==> src/rrts_acct.sv <==
// Shared 64-bit adders for time accounting of one state change.
module rrts_acct (
  input  logic        clk,
  input  logic [63:0] stamp,
  input  logic [63:0] t,
  input  logic [63:0] slot_tot,
  input  logic [63:0] glob_tot,
  output logic [63:0] slot_sum,
  output logic [63:0] glob_sum
);
  logic [63:0] d;
  assign d = t - stamp;
  always_ff @(posedge clk) begin
    slot_sum <= slot_tot + d;
    glob_sum <= glob_tot + d;
  end
endmodule
==> config.mk <==
export PLATFORM = sky130hd
export DESIGN_NAME = rrts_acct
export DESIGN_NICKNAME = d
export VERILOG_FILES = /design/src/rrts_acct.sv
export SDC_FILE = /design/constraint.sdc
export NUM_CORES = 1
export LEC_CHECK = 0
export BUFFER_PORTS_ARGS = -buffer_cell sky130_fd_sc_hd__buf_2
export CAP_MARGIN = 15
export CORE_MARGIN = 3
export CORE_UTILIZATION = 35
export DETAILED_ROUTE_END_ITERATION = 7
export PLACE_DENSITY = 0.67
export SLEW_MARGIN = 20
export SYNTH_ARGS = -nofsm -noshare
export SYNTH_HDL_FRONTEND = slang
export SYNTH_SLANG_ARGS = --single-unit
export TNS_END_PERCENT = 5
==> constraint.sdc <==
create_clock -name clk -period 5.7 [get_ports clk]
set_input_delay 0 -clock clk [delete_from_list [all_inputs] [get_ports clk]]
set_output_delay 0 -clock clk [all_outputs]
set_load 0.005 [all_outputs]
==> impl_metrics.py <==
metrics = {
    "detailed_routing": {
        "wl_per_cell_microns": 19.1,
        "drtAntennaViolNets": 0,
        "via_count": 15248,
        "drt_iter0_markers": 1405,
        "first_pass_iters": 6,
        "route.detailed.drc": 0,
        "viasPerCell": 5.53,
        "wirelength_microns": 52800,
    },
    "setup_path": {
        "worstPathArrival_ns": 5.64,
        "critPathMaxFanout": 7,
        "startpoint_type": "primary input",
        "end_kind": "flop",
        "crit_required_ns": 6.08,
        "crit_type": "primary input to flop",
    },
    "cts": {
        "cts_tree": "yes",
        "cts-htree-levels": 4,
        "clock_path_buffers": 2,
        "numCtsBuffers": 17,
        "clockRootBuffer": "clkbuf_16",
        "clock-sinks": 128,
        "path_clk_slew_ns": 0.07,
    },
    "pwr": {
        "totalPowerFinal_mw": 6.52,
        "power.density_nw_per_um2": 372,
        "p_leak_nw": 8.59,
        "vdd_drop_max_mv": 0.183,
    },
    "outcome": {
        "status": "completed",
    },
    "floorplan": {
        "io_pins": 385,
        "std_cell_rows": 72,
        "die_area_sq_um": 42500,
        "die_y_microns": 206,
        "core-area_sq_um": 39100,
        "initial_utilization": 0.358,
        "die_w_microns": 206,
    },
    "global_routing": {
        "grt_pass1_vias": 14270,
        "grt_usage": 0.237,
        "grt_pass1_wl_microns": 78700,
        "grt_max_degree": 17,
        "overflow": 0,
        "antenna_found_initial": 17,
    },
    "timing": {
        "rsz0062_at_grt": "no",
        "tightest_slew_ns": 0.866,
        "max_freq_mhz": 190,
        "period_needed_ns": 5.26,
        "finalHoldViolCount": 0,
        "fin_crit_sh": 0.923,
        "setup_violations": 0,
        "drv_slew": 0,
        "slew_headroom": 0.419,
        "final.setup.tns_ns": 0,
        "fin_hold_ws_ns": 0.0282,
    },
    "synthesis": {
        "syn_inst": 1810,
        "synth_enable_flop_cells": 0,
        "ys_ff_latch": 128,
        "syn_nets": 2277,
        "synth_area_sq_um": 14000,
        "ys_warn_count": 0,
        "yosysSeqAreaShare": 0.183,
        "synthFlopType": "dfxtp_1",
        "synth_area_per_cell_sq_um": 7.74,
        "async_reset_ff_frac": 0,
        "ys_types": 93,
    },
    "final_layout": {
        "drive_above_1_share": 0.213,
        "nFillCells": 4021,
        "nets": 2681,
        "area_growth_pct": 25.0,
        "utilization": 0.448,
    },
    "place": {
        "io_buffer_count": 384,
        "dp.final_hpwl_microns": 45300,
        "globalplace.congestion": 0.993,
    },
    "worst_hold_path": {
        "hp-class": "primary input to flop",
    },
    "flow_run": {
        "max_cap_violations": 0,
    },
}
## path summary, 6_finish.rpt
check | startpoint | cells past startpoint | to | slack (ns)
max | stamp[0] | 23 | glob_sum[62]$_DFF_P_ | 0.44
min | glob_tot[19] | 3 | glob_sum[19]$_DFF_P_ | 0.03
## cell type report
type | instances | area (sq um) | share of cell area
multi-input cells | 1523 | 10900 | 0.620
flip-flops and latches | 128 | 2560 | 0.146
repair buffers | 430 | 2360 | 0.135
well taps | 518 | 648 | 0.0370
clock buffers | 18 | 439 | 0.0251
inverters | 114 | 428 | 0.0244
clock inverters | 14 | 181 | 0.0104
diodes | 14 | 35.0 | 0.00200
## cell usage in the layout (no fill, tap or decap), drive strengths merged, types with 20 or more instances in the layout
cell type	n
buf	391
a21oi	231
ha	207
nand2	163
dfxtp	128
o21ai	123
inv	117
nor2	106
xnor2	105
a21o	102
xor2	69
nand4	46
dlygate4sd3	39
o21bai	39
nand3	30
nor3	23
a211oi	21
nor2b	20
a31oi	20
## logic make-up (layout without fill, tap and decap cells)
kind of cell / after synthesis / count (layout) / synth area share
other: 0 / 14 / 0
adders and majority gates: 210 / 210 / 0.189
buffers and inverters: 159 / 576 / 0.0440
and+or+nand+nor: 471 / 471 / 0.162
xor gates and xnor gates: 176 / 176 / 0.112
AOI/OAI and AO/OA: 665 / 665 / 0.309
muxes: 1 / 1 / 0.000714
DFF: 128 / 128 / 0.183
## cell usage after synthesis, drive strengths merged, types with 5 or more instances
cell,count,area share
buf,10,0.0040
nor3,23,0.0082
and2,11,0.0049
a211oi,21,0.012
and4,5,0.0031
o31a,5,0.0031
a31oi,20,0.0094
o211ai,13,0.0077
nand2,163,0.044
a21boi,9,0.0048
or3,6,0.0027
dfxtp,128,0.18
inv,114,0.031
a221oi,7,0.0053
o21a,18,0.0096
nor2,106,0.028
xnor2,105,0.066
o21bai,39,0.021
a41o,5,0.0036
nand2b,19,0.0085
a21oi,231,0.084
nor2b,20,0.0089
xor2,69,0.043
a21o,102,0.055
ha,207,0.18
clkbuf,35,0.0095
nand4,46,0.021
a211o,7,0.0044
a31o,5,0.0031
o22ai,6,0.0031
o21ai,123,0.044
and3,14,0.0063
o41ai,5,0.0047
nand3,30,0.011
a311oi,5,0.0031
nor4,13,0.0073
o31ai,9,0.0066
## timing repair
| action | 4_1_cts | 5_1_grt |
|---|---|---|
| buffers inserted | 0 | 0 |
| hold buffers | 39 | 0 |
| setup endpoints to repair | 0 | 1 |
| resized for setup | 0 | 4 |
| hold endpoints to repair | 39 | 0 |
## registers in the layout, indices dropped and copies added, names as in the netlist
register / count
slot_sum: 64
glob_sum: 64
## power by group
part	leakage, nW	internal, mW	switching [mW]
sequential	1.08	1.38	0.165
clock	0.302	0.706	0.445
combinational	7.21	1.59	2.24
## worst max-delay path, cell delays in order
cell           delay (ns)
buf_2                0.10
ha_1                 0.22
fa_1                 0.40
nor2b_1              0.17
o31a_1               0.20
o21ai_1              0.09
a211oi_1             0.31
o21ai_1              0.16
a41oi_2              0.32
nand4_1              0.13
nand2_1              0.11
xor2_1               0.48
ha_1                 0.43
a21o_1               0.22
a211oi_1             0.31
nand3_1              0.14
o211ai_2             0.33
o211ai_1             0.17
a21oi_2              0.27
nor4b_1              0.09
a211oi_1             0.28
xnor2_1              0.15
dlygate4sd3_1        0.55
## through the flow
step / cell area (sq um) / setup WS, ns / std cells
finish: 17500 / 0.441 / 2759
global route: 17500 / 0.0139 / 2758
CTS: 17500 / 0.279 / 2745
detailed placement: 16400 / 0.284 / 2674
global placement: 16400 / 0.434 / 2674
floorplan: 14000 / 1.16 / 1810
## layer usage
| layer | vias to the layer above | GRT usage | share of wire |
|---|---|---|---|
| li1 | 7449 | - | - |
| met1 | 7067 | 0.348 | 0.47 |
| met2 | 627 | 0.353 | 0.42 |
| met3 | 99 | 0.0306 | 0.065 |
| met4 | 6 | 0.0878 | 0.036 |
| met5 | - | 0 | 0.00074 |
(Power assumes the default switching activity.)
