## src/rrts_ram.sv

```systemverilog
// Generic single-port RAM with registered read.
module rrts_ram #(
  parameter int WIDTH = 8,
  parameter int DEPTH = 16
) (
  input  logic                     clk,
  input  logic                     we,
  input  logic [$clog2(DEPTH)-1:0] addr,
  input  logic [WIDTH-1:0]         wdata,
  output logic [WIDTH-1:0]         rdata
);
  logic [WIDTH-1:0] mem [DEPTH];

  always_ff @(posedge clk) begin
    if (we) mem[addr] <= wdata;
    rdata <= mem[addr];
  end
endmodule

```

## config.mk

```make
export PLATFORM = sky130hd
export DESIGN_NAME = rrts_ram
export DESIGN_NICKNAME = d
export VERILOG_FILES = /design/src/rrts_ram.sv
export SDC_FILE = /design/constraint.sdc
export NUM_CORES = 1
export LEC_CHECK = 0
export ABC_AREA = 0
export BUFFER_PORTS_ARGS = -buffer_cell sky130_fd_sc_hd__buf_2
export CORE_MARGIN = 8
export CORE_UTILIZATION = 56
export CTS_CLUSTER_SIZE = 25
export DETAILED_ROUTE_END_ITERATION = 6
export PLACE_DENSITY = 0.74
export SLEW_MARGIN = 20
export SYNTH_ARGS = -nofsm -noshare
export SYNTH_HDL_FRONTEND = slang
export SYNTH_SLANG_ARGS = --single-unit
```

## constraint.sdc

```tcl
create_clock -name clk -period 3.8 [get_ports clk]
set_input_delay 0.38 -clock clk [delete_from_list [all_inputs] [get_ports clk]]
set_output_delay 0.38 -clock clk [all_outputs]
set_load 0.03 [all_outputs]
```

==> summary.md, run 1 <==
| Metric | Value |
|---|---|
| Syn_nets | 244 |
| Clock Latency Late Sink | 0.51 ns |
| Layout Skew | 0.00555 ns |
| Syn_area_per_cell | 22.0 µm² |
| Vias per inst | 6.09 |
| Clock sinks | 136 |
| Final TNS setup | 0 ns |
| Worst Path Buf+Inv | 1 |
| Critical path class | in2reg |
| Drt pass-1 iters | 4 |
| Grt ovf | 0 |
| CP max-delay cell | buf_2 |
| Max Fclk | 0.505 GHz |
| CTS H-Tree Depth | 4 |
| Run status | finished, final reports clean |
| Multi-input gate area in the final layout | 0.00100 mm² |
| Max-slew headroom | 32.5% |
| Hold buffer count at CTS | 0 |
| RSZ-0062 raised after global routing | false |
| PostCTS Resize Cnt | 0 |
| Min-delay worst type | in2reg |
| Via count | 2345 |
| CP Capture Type | flop |
| Core area | 0.00876 mm² |
| Worst setup path endpoint | mem[15][5] |
| Post-Place Worst Slack | 1.21 ns |
| Crit path largest cell delay | 0.75 ns |
| R2r setup slk | 2.40 ns |
| Count leader, synth | edfxtp_1 |
| Maxcap violations | 0 |
| Peak supply drop | 0.438 mV |
| 1st-iter DRT viols | 250 |
| Detailed Place HPWL | 5.86 mm |
| Initial antenna violation count | 0 |
| Starting Density | 57.8% |
| Post-Syn Area | 0.00507 mm² |
| Top FF cell, synth | edfxtp_1 |
| Worst-case clock buffer depth | 2 |
| Clk slew on worst S/H paths | 0.06 ns |
| Final Hold Viols | 0 |
| Largest cells by area after synthesis | edfxtp_1 (76%), mux4_2 (14%), dfxtp_1 (3.2%) |
| FF/Latch Area | 0.00400 mm² |
| Critical Path Start Type | input port |
| Nets | 278 |
| RePlAce Congestion | 0.796 |
| Die height | 111 µm |
| Drc violations | 0 |
| CTS tree | done |
| Non-filler cells, final | 385 |
| Die Wd | 111 µm |
| Die area | 0.0123 mm² |
| Yosys cell types | 18 |
| WHS | 0.269 ns |
| Gr usage total | 15.9% |
| Yosys warns | 0 |
| Delay-heaviest family, CP | simple AND/OR/NAND/NOR gates |
| CP Depth | 3 |
| Average wire per standard cell | 24.2 µm |
| Rows | 34 |
| Worst-Margin Slew | 1.01 ns |
| Post-Route WL | 9.31 mm |
| Antenna diodes | 0 |
| Max Slew Vio Count | 0 |
| Area Overhead vs Synth | 15.1% |
| Register-to-Register Path Depth | 3 |
| Crit share post-route | 52.1% |
| Post-synthesis async set-or-reset flop share | 0% |
| Synth top area share | 75.9% |
| Share of cells above drive strength 1 | 32.9% |
| Root buf cell | clkbuf_8 |
| Reg-to-reg endpoint | rdata[4] |
| Cts bufs inserted | 17 |
| Worst path cell trace | buf_2 -> nand2_1 -> nor2_1 |
| Critical Path Start | addr[0] |
| Sequential-to-total area share from yosys stat | 79.0% |
| Worst Path Required | 3.94 ns |
| I/O pin total | 22 |
| Post-CTS Setup Inserts | 0 |
| Minimum clock period after layout | 1.98 ns |
| Cell area power density | 571 mW/mm² |
| Final setup vio count | 0 |
| Largest net degree at the start of global routing | 40 |
| Antenna Nets Post-Route | 0 |
| Worst setup margin | 1.82 ns |
| Arrival time worst endpoint | 2.12 ns |
| Placed Instances | 353 |
| EDFF count, synth | 128 |
| Leak | 1.90 nW |
| Crit-path max FO | 32 |
| Port bufs | 21 |
| Fillers | 559 |
| Number of global-route vias before repair | 2467 |
| Synth cell count leaders | edfxtp_1 (128), mux4_2 (32), a22oi_1 (16) |
| Reg-to-reg critical path startpoint | mem[3][4] |
| Register bit count reported by yosys | 136 |
| Cells after Synth | 230 |
| Yosys top cell by area | edfxtp_1 |
| First-pass GRT wire length | 14.4 mm |
==> stage by stage <==
| stage | power (W) | utilization (%) | cell area, µm² |
|---|---|---|---|
| floorplan | 0.00182 | - | 5070 |
| global placement | 0.00188 | 60.3 | 5290 |
| detailed placement | 0.00189 | 60.3 | 5290 |
| CTS | 0.00335 | 66.5 | 5830 |
| global route | 0.00341 | 66.5 | 5830 |
| finish | 0.00333 | 66.5 | 5830 |
==> worst reg2reg max path: cells and delay by family, from the launching register on <==
kind,cells,cell delay [ns]
flip-flops,1,0.37
AO/OA/AOI/OAI,1,0.33
AND/OR/NAND/NOR,1,0.10
multiplexers,1,0.48
==> power breakdown <==
part | total [W] | switching, W | internal [W]
combinational | 0.000170 | 0.000108 | 0.0000615
sequential | 0.00169 | 0.00000924 | 0.00168
clock | 0.00147 | 0.000647 | 0.000824
total | 0.00333 | 0.000764 | 0.00256
==> final cells by class <==
type / count / area share, %
tap: 108 / 2.32
clock buffer: 17 / 7.10
timing repair buffer: 26 / 2.45
sequential: 136 / 68.7
multi-input combinational: 83 / 17.2
clock inverter: 15 / 2.25
==> worst min path at each step <==
| stage | startpoint | endpoint | slack (ns) | depth (start not counted) |
|---|---|---|---|---|
| 2_1_floorplan | wdata[0] | mem[0][0] | 0.48 | 0 |
| 3_3_place_gp | mem[14][7] | rdata[7] | 0.64 | 3 |
| 3_5_place_dp | mem[10][0] | rdata[0] | 0.68 | 3 |
| 4_1_cts | wdata[2] | mem[4][2] | 0.25 | 1 |
| 5_1_grt | wdata[2] | mem[5][2] | 0.25 | 1 |
| 6_report | wdata[5] | mem[1][5] | 0.27 | 1 |
==> logic make-up (layout without fill, tap and decap cells) <==
kind of cell	count (synthesis)	count (layout)	synth area share, %
flops	136	136	79.0
simple gates	35	35	3.21
mux	32	32	14.2
compound gates	16	16	2.37
buf+inv	11	58	1.19
==> registers in the layout (all words and copies together), names as in the netlist <==
signal and flops:
mem 128, rdata 8
==> layout by cell type, fill, tap and decap left out, types with 5 or more instances in the layout <==
cell type,count
clkinvlp_4,5
nor2_1,13
clkbuf_16,16
a22oi_1,16
dfxtp_1,8
buf_2,21
nand2_1,9
edfxtp_1,128
buf_4,5
mux4_2,32
==> layer usage <==
| layer | routed length (µm) | global-route usage, % | vias up |
|---|---|---|---|
| met3 | 651 | 4.49 | 14 |
| met4 | 177 | 7.29 | 0 |
| met1 | 3650 | 18.9 | 1203 |
| met2 | 4830 | 26.3 | 95 |
| li1 | - | - | 1033 |
| met5 | 0 | 0 | - |
Power figures use the tool's default switching activity.
==> inputs of run 2 (changes only) <==
--- a/config.mk
+++ b/config.mk
@@ -8,7 +8,7 @@
 export ABC_AREA = 0
 export BUFFER_PORTS_ARGS = -buffer_cell sky130_fd_sc_hd__buf_2
 export CORE_MARGIN = 8
-export CORE_UTILIZATION = 56
+export CORE_UTILIZATION = 54
 export CTS_CLUSTER_SIZE = 25
 export DETAILED_ROUTE_END_ITERATION = 6
 export PLACE_DENSITY = 0.74
==> constraint.sdc (replaced) <==
create_clock -name clk -period 1.8 [get_ports clk]
set_input_delay 0.18 -clock clk [delete_from_list [all_inputs] [get_ports clk]]
set_output_delay 0.18 -clock clk [all_outputs]
set_load 0.03 [all_outputs]
==> run 2 against run 1 <==
Die area rose by 3.2%; setup slack got worse by 1.4 ns; global-route usage rose by 0.79 points; count of clock-buffer cells in the layout did not move; critical endpoint is now rdata[1]; final cell count rose by 7.5%; clock power rose by 110%; critical path depth did not move.
==> summary.md, run 2 (same netlist as run 1, synthesis figures left out) <==
| Metric | Value |
|---|---|
| Core area | 0.00915 mm² (+4.4%) |
| Antenna diodes | 0 (unchanged) |
| Die Wd | 113 µm (+1.6%) |
| Gr usage total | 16.7% (+0.79 points) |
| Drt pass-1 iters | 4 (unchanged) |
| Max-slew headroom | 69.5% (+37 points) |
| Worst hold path depth | 1 (unchanged) |
| PostCTS Resize Cnt | 0 (unchanged) |
| Critical Path Start Type | flop |
| Post-Place Worst Slack | 0.0919 ns (-1.11 ns) |
| Via count | 2504 (+6.8%) |
| Clk slew on worst S/H paths | 0.06 ns (about the same) |
| I/O pin total | 22 (unchanged) |
| Max Slew Vio Count | 0 (unchanged) |
| Biggest register | mem |
| Hold Startpoint | wdata[5] |
| Clock Latency Late Sink | 0.51 ns (about the same) |
| Area Overhead vs Synth | 19.3% |
| Commonest non-fill, non-tap cell in the layout | edfxtp_1 |
| Critical path class | reg2reg |
| Largest regs | mem: 128 flops, rdata: 8 flops |
| Cell area power density | 1150 mW/mm² (+100%) |
| CTS tree | done |
| Register-to-Register Path Depth | 3 (unchanged) |
| Worst-Margin Slew | 0.453 ns (-0.560 ns) |
| Reg-to-reg endpoint | rdata[1] |
| Post-CTS Setup Inserts | 0 (unchanged) |
| First-pass GRT wire length | 15.2 mm (+5.7%) |
| 1st-iter DRT viols | 250 (unchanged) |
| Maxcap violations | 0 (unchanged) |
| Starting Density | 55.4% (-2.5 points) |
| Min-delay worst type | in2reg |
| Minimum clock period after layout | 1.36 ns |
| CTS H-Tree Depth | 4 (unchanged) |
| RSZ-0062 raised after global routing | false |
| Die area | 0.0127 mm² (+3.2%) |
| Share of cells above drive strength 1 | 38.3% (+5.4 points) |
| Max Fclk | 0.738 GHz |
| Post-Route WL | 9.82 mm (+5.5%) |
| Final TNS setup | 0 ns (unchanged) |
| Cts bufs inserted | 17 (unchanged) |
| Hold buffer count at CTS | 0 (unchanged) |
| R2r setup slk | 0.44 ns (-1.96 ns) |
| Vias per inst | 6.05 (-0.70%) |
| Largest net degree at the start of global routing | 19 (-53%) |
| Antenna Nets Post-Route | 0 (unchanged) |
| Leak | 2.05 nW (+8.1%) |
| Rows | 35 (+2.9%) |
| Drc violations | 0 (unchanged) |
| Crit-path max FO | 1 (-97%) |
| Worst-case clock buffer depth | 2 (unchanged) |
| Nets | 306 (+10%) |
| Port bufs | 21 (unchanged) |
| Largest register FFs | 128 (unchanged) |
| Worst setup margin | 0.445 ns (-1.38 ns) |
| Layout Skew | 0.00563 ns (+0.0000847 ns) |
| Fillers | 579 (+3.6%) |
| Detailed Place HPWL | 6.59 mm (+12%) |
| Crit share post-route | 75.3% |
| Final setup vio count | 0 (unchanged) |
| Number of global-route vias before repair | 2595 (+5.2%) |
| Run status | finished, final reports clean |
| Initial antenna violation count | 0 (unchanged) |
| Placed Instances | 384 (+8.8%) |
| Die height | 113 µm (+1.6%) |
| Peak supply drop | 0.694 mV (+58%) |
| Grt ovf | 0 (unchanged) |
| Worst Hold End | mem[5][5] |
| Root buf cell | clkbuf_8 |
| Arrival time worst endpoint | 1.75 ns (-0.37 ns) |
| Reg-to-reg critical path startpoint | mem[3][1] |
| Non-filler cells, final | 414 (+7.5%) |
| Clock sinks | 136 (unchanged) |
| Final Hold Viols | 0 (unchanged) |
| Worst Path Required | 2.19 ns (-1.75 ns) |
| RePlAce Congestion | 0.755 (-5.1%) |
| Most frequent cells in the layout | edfxtp_1 (128), mux4_2 (32), buf_4 (31), buf_2 (21) |
| Average wire per standard cell | 23.7 µm (-1.9%) |
| CP Capture Type | flop |
-- run 2: changes by cell type in the layout (fill, tap and decap cells not counted) --
cell | before | now
buf_4 | 5 | 31
clkinv_2 | 1 | 5
inv_8 | 4 | 0
buf_12 | 0 | 2
clkinvlp_4 | 5 | 3
inv_6 | 4 | 2
bufinv_16 | 0 | 1
clkinv_1 | 0 | 1
-- run 2: per-layer routing --
metal  GRT usage [%]  vias to the layer above  share of wire (%)
li1                -                     1083                  -
met3            5.80                       14                8.9
met5               0                        -                  0
met1            20.9                     1295                 40
met2            26.7                      112                 50
met4            5.95                        0                1.6
-- run 2: cell type report --
class / instances / area (µm²) / share of cell area, %
clock buffer: 17 / 414 / 6.85
clock inverter: 13 / 108 / 1.78
multi-input combinational: 83 / 1000 / 16.6
sequential: 136 / 4000 / 66.2
tap: 111 / 139 / 2.30
timing repair buffer: 54 / 378 / 6.25
-- run 2: report_power, final --
part	leakage, nW	internal (W)	switching, W
Combinational	0.577	0.000154	0.000227
Clock	0.253	0.00180	0.00122
Sequential	1.22	0.00354	0.0000271
Total	2.05	0.00550	0.00147
-- run 2: through the flow --
stage / area [µm²] / utilization (%) / power, W / hold slack, ns
floorplan: 5070 / - / 0.00385 / 0.279
global placement: 5520 / 60.4 / 0.00401 / 0.578
detailed placement: 5520 / 60.4 / 0.00402 / 0.587
CTS: 6050 / 66.1 / 0.00702 / 0.0488
global route: 6050 / 66.1 / 0.00719 / 0.0476
finish: 6050 / 66.1 / 0.00697 / 0.0656
-- run 2: worst max path at each step --
stage / start / end / slack (ns) / cells past startpoint
after floorplan: addr[2] / mem[0][0] / 0.13 / 2
after detailed placement: addr[0] / rdata[3] / 0.09 / 5
after global placement: addr[0] / rdata[3] / 0.11 / 5
after CTS: mem[10][3] / rdata[3] / 0.44 / 3
after global routing: mem[8][5] / rdata[5] / 0.40 / 3
final: mem[3][1] / rdata[1] / 0.44 / 3
-- run 2: critical path, stage by stage (launching register included) --
cell	delay, ns
edfxtp_1	0.37
mux4_2	0.48
a22oi_1	0.30
nand2_1	0.09
